## config.mk

```make
export PLATFORM = sky130hd
export DESIGN_NAME = cocktail_shaker_sorter
export DESIGN_NICKNAME = d
export VERILOG_FILES = /design/src/rtl/core/css_pkg.sv /design/src/rtl/core/cocktail_shaker_sorter.sv /design/src/rtl/core/css_ram.sv
export SDC_FILE = /design/constraint.sdc
export NUM_CORES = 2
export LEC_CHECK = 0
export ABC_AREA = 1
export BUFFER_PORTS_ARGS = -buffer_cell sky130_fd_sc_hd__buf_2
export CAP_MARGIN = 20
export CELL_PAD_IN_SITES_DETAIL_PLACEMENT = 0
export CELL_PAD_IN_SITES_GLOBAL_PLACEMENT = 2
export CORE_ASPECT_RATIO = 0.9
export CORE_MARGIN = 4
export CORE_UTILIZATION = 42
export CTS_CLUSTER_SIZE = 25
export DETAILED_ROUTE_END_ITERATION = 12
export GPL_ROUTABILITY_DRIVEN = 1
export GPL_TIMING_DRIVEN = 0
export MAX_ROUTING_LAYER = met4
export PLACE_DENSITY = 0.79
export REMOVE_ABC_BUFFERS = 1
export SLEW_MARGIN = 20
export SYNTH_ARGS = -nofsm -noshare
export SYNTH_HDL_FRONTEND = slang
export SYNTH_SLANG_ARGS = --single-unit
```

## constraint.sdc

```tcl
create_clock -name clk -period 5.1 [get_ports clk]
set_input_delay 0 -clock clk [delete_from_list [all_inputs] [get_ports clk]]
set_output_delay 0 -clock clk [all_outputs]
set_load 0.02 [all_outputs]
```

## src/rtl/core/css_pkg.sv

```systemverilog
`timescale 1ns / 1ps

package css_pkg;

    localparam int CAPACITY = 32;
    localparam int AW       = $clog2(CAPACITY);
    localparam int CW       = $clog2(CAPACITY + 1);
    localparam int DW       = 32;

    typedef struct packed {
        logic signed [DW-1:0] value;
        logic                 last;
    } item_t;

    typedef struct packed {
        logic signed [DW-1:0] sorted_value;
        logic                 final_res;
    } result_t;

endpackage

```

## src/rtl/core/cocktail_shaker_sorter.sv

```systemverilog
`timescale 1ns / 1ps

// Collects signed 32-bit words on the item channel (valid/ready) into a store
// of CAPACITY entries, one word per cycle. The word marked last is stored too;
// the block then drops item_ready and sorts the set in place with alternating
// forward and backward bubble passes through a single-port-read RAM. Each pass
// does one compare-and-write per cycle behind the registered RAM read, and the
// sort stops once a forward pass makes no swap, as for a set already ordered.
// The sorted words then leave on the result channel in ascending order, each
// going through a RAM read, a load of the output register and a handshake; the
// largest is flagged final_res. While result_valid is high and result_ready is
// low the word is held unchanged and the block waits. After the final word is
// taken the count clears and item_ready rises again.
// Words beyond CAPACITY are dropped, a last word included; the set is still
// sorted and sent. Reset clears the count and the sequencer; the store needs
// no clearing since only entries written in the current set are read.
module cocktail_shaker_sorter
    import css_pkg::*;
(
    input  logic    clk,
    input  logic    rst_n,
    input  logic    item_valid,
    output logic    item_ready,
    input  item_t   item,
    output logic    result_valid,
    input  logic    result_ready,
    output result_t result
);

    typedef enum logic [11:0] {
        S_LOAD   = 12'b0000_0000_0001,
        S_FSTART = 12'b0000_0000_0010,
        S_FFIRST = 12'b0000_0000_0100,
        S_FSTEP  = 12'b0000_0000_1000,
        S_FEND   = 12'b0000_0001_0000,
        S_BSTART = 12'b0000_0010_0000,
        S_BFIRST = 12'b0000_0100_0000,
        S_BSTEP  = 12'b0000_1000_0000,
        S_BEND   = 12'b0001_0000_0000,
        S_ORD    = 12'b0010_0000_0000,
        S_OWAIT  = 12'b0100_0000_0000,
        S_OHOLD  = 12'b1000_0000_0000
    } state_t;

    state_t               state_reg, state_next;
    logic [CW-1:0]        count_reg, count_next;
    logic [AW-1:0]        lo_reg, lo_next;
    logic [AW-1:0]        hi_reg, hi_next;
    logic [AW-1:0]        idx_reg, idx_next;
    logic signed [DW-1:0] carry_reg, carry_next;
    logic                 swapped_reg, swapped_next;
    result_t              res_reg, res_next;
    logic                 rvalid_reg, rvalid_next;

    logic                 we;
    logic [AW-1:0]        waddr;
    logic [DW-1:0]        wdata;
    logic                 re;
    logic [AW-1:0]        raddr;
    logic [DW-1:0]        rdata;
    logic signed [DW-1:0] rd_s;
    logic                 full;
    logic [CW-1:0]        n_new;

    css_ram #(
        .WIDTH(DW),
        .DEPTH(CAPACITY)
    ) u_ram (
        .clk   (clk),
        .we    (we),
        .waddr (waddr),
        .wdata (wdata),
        .re    (re),
        .raddr (raddr),
        .rdata (rdata)
    );

    assign rd_s         = signed'(rdata);
    assign full         = (count_reg == CW'(CAPACITY));
    assign n_new        = full ? count_reg : count_reg + CW'(1);
    assign item_ready   = (state_reg == S_LOAD);
    assign result_valid = rvalid_reg;
    assign result       = res_reg;

    always_comb
    begin
        state_next   = state_reg;
        count_next   = count_reg;
        lo_next      = lo_reg;
        hi_next      = hi_reg;
        idx_next     = idx_reg;
        carry_next   = carry_reg;
        swapped_next = swapped_reg;
        res_next     = res_reg;
        rvalid_next  = rvalid_reg;
        we           = 1'b0;
        waddr        = idx_reg;
        wdata        = carry_reg;
        re           = 1'b0;
        raddr        = idx_reg;

        unique case (state_reg)
            S_LOAD:
            begin
                if (item_valid)
                begin
                    if (!full)
                    begin
                        we    = 1'b1;
                        waddr = count_reg[AW-1:0];
                        wdata = item.value;
                    end
                    count_next = n_new;
                    if (item.last)
                    begin
                        lo_next    = '0;
                        hi_next    = AW'(n_new - CW'(1));
                        state_next = S_FSTART;
                    end
                end
            end
            S_FSTART:
            begin
                if (lo_reg < hi_reg)
                begin
                    re           = 1'b1;
                    raddr        = lo_reg;
                    idx_next     = lo_reg;
                    swapped_next = 1'b0;
                    state_next   = S_FFIRST;
                end
                else
                begin
                    idx_next   = '0;
                    state_next = S_ORD;
                end
            end
            S_FFIRST:
            begin
                carry_next = rd_s;
                re         = 1'b1;
                raddr      = idx_reg + AW'(1);
                state_next = S_FSTEP;
            end
            S_FSTEP:
            begin
                we    = 1'b1;
                waddr = idx_reg;
                if (carry_reg > rd_s)
                begin
                    wdata        = rd_s;
                    swapped_next = 1'b1;
                end
                else
                begin
                    wdata      = carry_reg;
                    carry_next = rd_s;
                end
                idx_next = idx_reg + AW'(1);
                if (idx_reg == hi_reg - AW'(1))
                begin
                    state_next = S_FEND;
                end
                else
                begin
                    re    = 1'b1;
                    raddr = idx_reg + AW'(2);
                end
            end
            S_FEND:
            begin
                we    = 1'b1;
                waddr = hi_reg;
                wdata = carry_reg;
                if (!swapped_reg)
                begin
                    idx_next   = '0;
                    state_next = S_ORD;
                end
                else
                begin
                    hi_next    = hi_reg - AW'(1);
                    state_next = S_BSTART;
                end
            end
            S_BSTART:
            begin
                if (lo_reg < hi_reg)
                begin
                    re         = 1'b1;
                    raddr      = hi_reg;
                    idx_next   = hi_reg;
                    state_next = S_BFIRST;
                end
                else
                begin
                    lo_next    = lo_reg + AW'(1);
                    state_next = S_FSTART;
                end
            end
            S_BFIRST:
            begin
                carry_next = rd_s;
                re         = 1'b1;
                raddr      = idx_reg - AW'(1);
                state_next = S_BSTEP;
            end
            S_BSTEP:
            begin
                we    = 1'b1;
                waddr = idx_reg;
                if (rd_s > carry_reg)
                begin
                    wdata = rd_s;
                end
                else
                begin
                    wdata      = carry_reg;
                    carry_next = rd_s;
                end
                idx_next = idx_reg - AW'(1);
                if (idx_reg == lo_reg + AW'(1))
                begin
                    state_next = S_BEND;
                end
                else
                begin
                    re    = 1'b1;
                    raddr = idx_reg - AW'(2);
                end
            end
            S_BEND:
            begin
                we         = 1'b1;
                waddr      = lo_reg;
                wdata      = carry_reg;
                lo_next    = lo_reg + AW'(1);
                state_next = S_FSTART;
            end
            S_ORD:
            begin
                re         = 1'b1;
                raddr      = idx_reg;
                state_next = S_OWAIT;
            end
            S_OWAIT:
            begin
                res_next.sorted_value = rd_s;
                res_next.final_res    = ({1'b0, idx_reg} + (AW+1)'(1)) == (AW+1)'(count_reg);
                rvalid_next           = 1'b1;
                state_next            = S_OHOLD;
            end
            S_OHOLD:
            begin
                if (result_ready)
                begin
                    rvalid_next = 1'b0;
                    idx_next    = idx_reg + AW'(1);
                    if (res_reg.final_res)
                    begin
                        count_next = '0;
                        state_next = S_LOAD;
                    end
                    else
                    begin
                        state_next = S_ORD;
                    end
                end
            end
            default:
            begin
                state_next = S_LOAD;
            end
        endcase
    end

    always_ff @(posedge clk or negedge rst_n)
    begin
        if (!rst_n)
        begin
            state_reg  <= S_LOAD;
            count_reg  <= '0;
            rvalid_reg <= 1'b0;
        end
        else
        begin
            state_reg  <= state_next;
            count_reg  <= count_next;
            rvalid_reg <= rvalid_next;
        end
    end

    always_ff @(posedge clk)
    begin
        lo_reg      <= lo_next;
        hi_reg      <= hi_next;
        idx_reg     <= idx_next;
        carry_reg   <= carry_next;
        swapped_reg <= swapped_next;
        res_reg     <= res_next;
    end

endmodule

```

## src/rtl/core/css_ram.sv

```systemverilog
`timescale 1ns / 1ps

module css_ram #(
    parameter int WIDTH = 32,
    parameter int DEPTH = 32
) (
    input  logic                     clk,
    input  logic                     we,
    input  logic [$clog2(DEPTH)-1:0] waddr,
    input  logic [WIDTH-1:0]         wdata,
    input  logic                     re,
    input  logic [$clog2(DEPTH)-1:0] raddr,
    output logic [WIDTH-1:0]         rdata
);

    logic [WIDTH-1:0] mem [DEPTH];

    always_ff @(posedge clk)
    begin
        if (we)
        begin
            mem[waddr] <= wdata;
        end
        if (re)
        begin
            rdata <= mem[raddr];
        end
    end

endmodule

```

After elaboration in Yosys (flattened, before gate mapping)

Memories as Yosys holds them, arrays and structs flattened. A register that Yosys moved wholly into a read port is not among the register bits.
Cells that the tools add are included.

Register bits after elaboration: 100
Input port bits: 37
Memories: 1
Logic and storage cells: 128
Output and inout bits: 35
Bits in writable memories: 1,024

Memories:

| name      | depth | bits a word | rd ports | clocked after memory_dff | wr ports | RTL line      | RTL |
|---|---|---|---|---|---|---|---|
| u_ram.mem | 32    | 32          | 1        | 1                        | 1        | css_ram.sv:16 | `logic [WIDTH-1:0] mem [DEPTH];` |

Multiplexer cells: 57
Eq/ne operators: 29
Reductions and logical operators: 19
Add/subtract/negate cells: 9
Order comparisons: 3

Operator list:

| kind                                             | number |
|---|---|
| two-way mux 32 bit                               | 6 |
| case mux 32 bit (3 select lines)                 | 2 |
| case mux 12 bit (12 select lines)                | 1 |
| two-way mux 5 bit                                | 15 |
| > comparator 32 bit                              | 2 |
| two-way mux 12 bit                               | 5 |
| case mux 5 bit (6 select lines)                  | 2 |
| two-way mux 10 bit                               | 3 |
| case mux 5 bit (3 select lines)                  | 2 |
| two-way mux 6 bit                                | 4 |
| inequality test 2 bit, second input constant     | 12 |
| subtractor 5 x 1 -> 5 bit, second input constant | 3 |
| == test 12 x 1 -> 1 bit, second input constant   | 1 |
| == test 12 x 10 -> 1 bit, second input constant  | 1 |
| == test 12 x 11 -> 1 bit, second input constant  | 1 |
| == test 12 bit, second input constant            | 1 |
| == test 12 x 2 -> 1 bit, second input constant   | 1 |
| == test 12 x 3 -> 1 bit, second input constant   | 1 |
| == test 12 x 4 -> 1 bit, second input constant   | 1 |
| == test 12 x 5 -> 1 bit, second input constant   | 1 |
| == test 12 x 6 -> 1 bit, second input constant   | 1 |
| == test 12 x 7 -> 1 bit, second input constant   | 1 |
| == test 12 x 8 -> 1 bit, second input constant   | 1 |
| == test 12 x 9 -> 1 bit, second input constant   | 1 |
| other kinds (26)                                 | 48 |

Longest topological paths before layout

Word-level depth: 6
Mapped depth: 21
Gate-level depth less buffers: 19

Modules after synthesis

Synthesis repeated with hierarchy kept, for this count alone.

Cell total of the unflattened synthesis: 4,628
Area total of the unflattened synthesis: 50,703.6 µm²

Modules (own cells, without submodules):

| module                 | instances | area an instance (µm²) | cells each | seq. area each (µm²) |
|---|---|---|---|---|
| css_ram                | 1         | 42,726.0               | 3,536      | 31,710.4 |
| cocktail_shaker_sorter | 1         | 7,977.7                | 1,092      | 2,909.0 |

Worst setup path after synthesis

OpenSTA, ideal clock, no wires.

Kind: register to register
Start: register u_ram.rdata[31], read port of u_ram.mem
End: register carry_reg[0] (enable)
Cell stages (with the launch flop): 16
Path buffers: 2
Arrival: 3.762 ns
Period minus slack after synthesis: 4.194 ns
Setup time: 0.432 ns
Data required time: 4.668 ns
Path slack: 0.906 ns
Cell sequence: edfxtp_1 -> ha_1 -> nand2_1 -> nor4_1 -> nand2_1 -> nor2_1 -> nand2_1 -> nand2_1 -> nor2_1 -> inv_1 -> nand2_1 -> nand2_1 -> buf_2 -> inv_1 -> clkbuf_1 -> a21oi_1

Longest elaborated chain between the ends: 3
Elaborated cells on any way between the ends: 5
Classes of those cells: order compare: 2; eq/ne: 2; reduce/logical: 1

Ends and longest elaborated chain:

| item                                          | RTL line                                                     | RTL |
|---|---|---|
| start: declaration                            | css_ram.sv:13                                                | `output logic [WIDTH-1:0] rdata` |
| > comparator 32 bit, on equally long branches | cocktail_shaker_sorter.sv:212, cocktail_shaker_sorter.sv:149 |  |
| inequality test 2 bit (no line)               | n/a                                                          |  |
| AND reduction 3 bit (no line) (*)             | n/a                                                          |  |
| end signal: assignment                        | cocktail_shaker_sorter.sv:298                                | `carry_reg <= carry_next;` |
| end: declaration                              | cocktail_shaker_sorter.sv:50                                 | `logic signed [DW-1:0] carry_reg, carry_next;` |

Every way passes the cells marked *; elsewhere a longest branch is shown, timed or not.
A chain may end at the register's enable or synchronous reset.

Worst setup path in the final report

Start: register u_ram.rdata[15], read port of u_ram.mem
End: memory u_ram.mem[6][15] (data pin)

Longest elaborated chain between the ends: 3
Elaborated cells on any way between the ends: 5
Classes of those cells: order compare: 2; mux: 3

Ends and longest elaborated chain:

| item                                          | RTL line                                                     | RTL |
|---|---|---|
| > comparator 32 bit, on equally long branches | cocktail_shaker_sorter.sv:212, cocktail_shaker_sorter.sv:149 |  |
| two-way mux 32 bit, on equally long branches  | cocktail_shaker_sorter.sv:212, cocktail_shaker_sorter.sv:149 |  |
| case mux 32 bit (3 select lines) (*)          | cocktail_shaker_sorter.sv:102                                | `unique case (state_reg)` |
| via u_ram.wdata[15]                           | css_ram.sv:10                                                | `input logic [WIDTH-1:0] wdata,` |
| end: declaration                              | css_ram.sv:16                                                |  |

Mark *: on every way through the listed nets, which the timed path passes. The rest lies on a longest branch.

==> summary.md <==
| Metric | Value |
|---|---|
| Status | complete, but fails checks |
| Failing checks | negative hold slack |
| Power Density | 691 mW/mm2 |
| Clk_lat worst skew | 0.76 ns |
| Synth Area in Adders | roughly 1.1% |
| Fill cell count | between 10000 and 15000 |
| Largest family of logic cells by synthesized area | simple AND/OR/NAND/NOR gates |
| Starting Density | a little over two fifths |
| IR drop worst, VDD | about 0.40 mV |
| Most frequent cells in the layout | nand2_1 (1679), edfxtp_1 (1137), nand3_1 (961) |
| Layout cells sized above 1 | ~10% |
| Period minus WS final | slightly below 5 ns |
| Synth Area in XOR/XNOR | less than 1% |
| Yosys cell types | between 40 and 50 |
| Share of synthesized registers carrying an async set or reset | 1.64% |
| Ys Warns | 0 |
| Yosys reg bits | 1156 |
| Overflow after GRT | 0 |
| P&R area growth vs syn | 18.8% |
| Total Die Area | ~0.13 mm2 |
| DRC | 0 |
| DR vias/cell | roughly 5.4 |
| Mapped Area | between 0.05 and 0.06 mm2 |
| Compound-gate portion of the synthesized area | approximately 3.3% |
| Slowest stage cell, crit path | edfxtp_1 |
| Largest reg by FF count | u_ram.mem |
| Total GRT Usage | 27.3% |
| Top_reg_cell synth | edfxtp_1 |
| Lkg Pwr | between 20 and 30 nW |
| Post-DP HPWL | approximately 110 mm |
| WP data arrival | 5.38 ns |
| Simple logic cell fraction of the synthesized area | 23.1% |
| Sw Ratio | between 40 and 50% |
| DRT iter0 DRCs | around 4300 |
| Maximum clock insertion buffer count | 3 |
| Unrepaired setup endpoints after global routing | false |
| Syn avg cell area | 9.91 um2 |
| Hold Path Class | in -> reg |
| Worst slew margin | approximately 30% |
| Port bufs | just over 70 |
| Mux cell area share after synthesis | 0.0187% |
| Worst Path Max Fanout | 44 |
| Fin crit share | between 90% and 100% |
| Final Max Tran Viols | 0 |
| Die Y | about 350 um |
| Ports | 72 |
| Commonest non-fill, non-tap cell in the layout | nand2_1 |
| Crit start category | flip-flop |
| Vias in the first global route | ~36000 |
| Hold Fails Final Rpt | 4 |
| Crit-path cells | ha_1 > a21oi_1 > o21ai_0 > a21oi_1 > o21bai_1 > nor2_2 > inv_1 > nand2_1 > nand2_4 > buf_12 > inv_2 > nand2_1 > nand3_1 > nand4_1 > buf_6 |
| Switching pwr | about 19 mW |
| Synthesized instance count | between 5000 and 6000 |
| Combinational Power Share | a little under half |
| Critical path capture point type | flip-flop |
| Worst path bufs/invs | 4 |
| Initial antenna violation count | 1 |
| Clk pwr share | between 20% and 30% |
| Row count | about 120 |
| Root Buffer | clkbuf_16 |
| Int Power | around 25 mW |
| Largest net degree at the start of global routing | 97 |
| WHS | -0.0145 ns |
| TritonCTS Sinks | around 1200 |
| Slew @ Worst Pin | between 1 and 1.5 ns |
| Worst EP required | 5.58 ns |
| Total core area | 0.126 mm2 |
| Final TNS setup | 0 ns |
| Num CTS Buffers | approximately 130 |
| Utilization after layout | 50.5% |
| Routed WL per cell | 24.2 um |
| CTS tree | yes |
| Worst stage delay on the critical path | approximately 0.54 ns |
| 1st-pass router iterations | 6 |
| Layout Skew | about 0.027 ns |
| Flop pwr share | between 30% and 40% |
| Seq/Total Area, Yosys | about two thirds |
| Final GP Congestion | between 0.8 and 0.9 |
| Clk slew on worst S/H paths | 0.06 ns |
| Post-Route WL | 178 mm |
| Largest delay share family, worst path | simple AND/OR/NAND/NOR gates |
| DR vias | approximately 40000 |
| Post-route ant nets | 0 |
| Chip Width | between 300 and 400 um |
| Count of nets after finishing | approximately 5600 |
| Max-Cap Viols | 0 |
| Max FFs per register | 1024 |
| Final setup fails | 0 |
| First-pass GRT wire length | ~260 mm |
| Setup CP Type | reg -> reg |
| Number of synthesized flops with an enable pin | between 1000 and 1500 |
| Max Freq | about 200 MHz |
| H-Tree Depth | 4 |
## through the flow
stage,total power [mW],setup WS [ns],instance area (um2),instances
5_1_grt,46.6,0.0302,63500,7350
3_5_place_dp,34.4,-0.681,58900,7049
3_3_place_gp,31.0,-34.46,54400,6845
6_report,43.9,0.202,63600,7351
2_1_floorplan,26.3,-13.12,51900,5087
4_1_cts,43.8,0.000691,63300,7321
## power groups by stage
stage	combinational [mW]	sequential, mW	clock (mW)
2_1_floorplan	12.4	13.9	0
3_3_place_gp	17.4	13.6	0
3_5_place_dp	20.2	14.1	0
4_1_cts	20.7	13.9	9.18
5_1_grt	23.1	13.9	9.60
6_report	21.0	13.9	9.03
## path summary, 6_finish.rpt
kind                                  from           endpoint  slack [ns]  depth (start not counted)
setup reg to reg           u_ram.rdata[15]   u_ram.mem[6][15]        0.20                         15
hold reg to reg               result_valid       result_valid        0.48                          2
max in group asynchronous            rst_n       state_reg[5]        4.23                          4
hold / removal                    item[28]  u_ram.mem[28][27]       -0.01                          8
setup / recovery           u_ram.rdata[15]   u_ram.mem[6][15]        0.20                         15
min in group asynchronous            rst_n       state_reg[0]        0.34                          3
## cells in the mapped netlist (2+ instances only)
library cell / n / area [um2]
inv_1: 660 / 2480
a221oi_1: 2 / 17.5
inv_2: 7 / 26.3
buf_4: 27 / 203
nor2_2: 7 / 43.8
nor2_4: 3 / 33.8
o22ai_1: 8 / 50.1
nor3_1: 17 / 85.1
dfrtp_1: 18 / 450
or2_2: 2 / 12.5
nand3_1: 963 / 4820
buf_1: 9 / 33.8
xor2_1: 12 / 105
a211o_1: 2 / 17.5
o21ai_1: 37 / 185
clkinv_1: 2 / 7.51
a21oi_1: 41 / 205
a211oi_1: 4 / 30.0
o21ai_0: 209 / 1050
o2111ai_1: 3 / 26.3
clkbuf_1: 88 / 330
nand4_1: 78 / 488
o211ai_1: 7 / 52.6
buf_6: 13 / 146
edfxtp_1: 1137 / 34100
nand2_2: 8 / 50.1
buf_2: 172 / 861
o21bai_1: 2 / 15.0
nand2_4: 2 / 22.5
ha_1: 46 / 576
o31ai_1: 3 / 22.5
nand2_1: 1684 / 6320
o21a_1: 5 / 37.5
nor2_1: 100 / 375
nor4_1: 4 / 25.0
## repair_timing
| action | CTS | global route |
|---|---|---|
| gates resized for setup | 3 | 1 |
| buffers inserted | 25 | 28 |
| pin swaps | 13 | 13 |
| endpoints found under the hold margin | 39 | 2 |
| setup endpoints to repair | 901 | 304 |
| hold buffers | 10 | 1 |
| cloned | 6 | 0 |
## tightest hold or removal path: cells and delay by family
kind | cells | cell delay, ns
AOI/OAI and AO/OA | 2 | 0.12
buffers and inverters | 2 | 0.26
and+or+nand+nor | 4 | 0.23
## final cells by class
class                           count  area (um2)  area share (%)
Clock inverter                     56         479           0.754
Inverter                          669        2520            3.96
Multi-Input combinational cell   3268       15300            24.0
Tap cell                         1687        2110            3.32
Sequential cell                  1156       34600            54.5
Timing Repair Buffer              339        5020            7.90
Antenna cell                        1        2.50         0.00394
Clock buffer                      175        3550            5.59
## cells by family (layout without fill, tap and decap cells)
family,count (synthesis),after routing
and+or+nand+nor,2874,2880
adders and majority gates,46,46
DFF,1156,1156
xor gates and xnor gates,13,13
other,0,1
AOI/OAI and AO/OA,328,328
buffers and inverters,978,1239
muxes,1,1
## layer usage
layer | routed length, um | track usage, %
met4 | 4080 | 6.79
met2 | 81800 | 41.5
met3 | 12900 | 3.91
met1 | 79400 | 38.7
met5 | 0 | -
(Power assumes the default switching activity.)
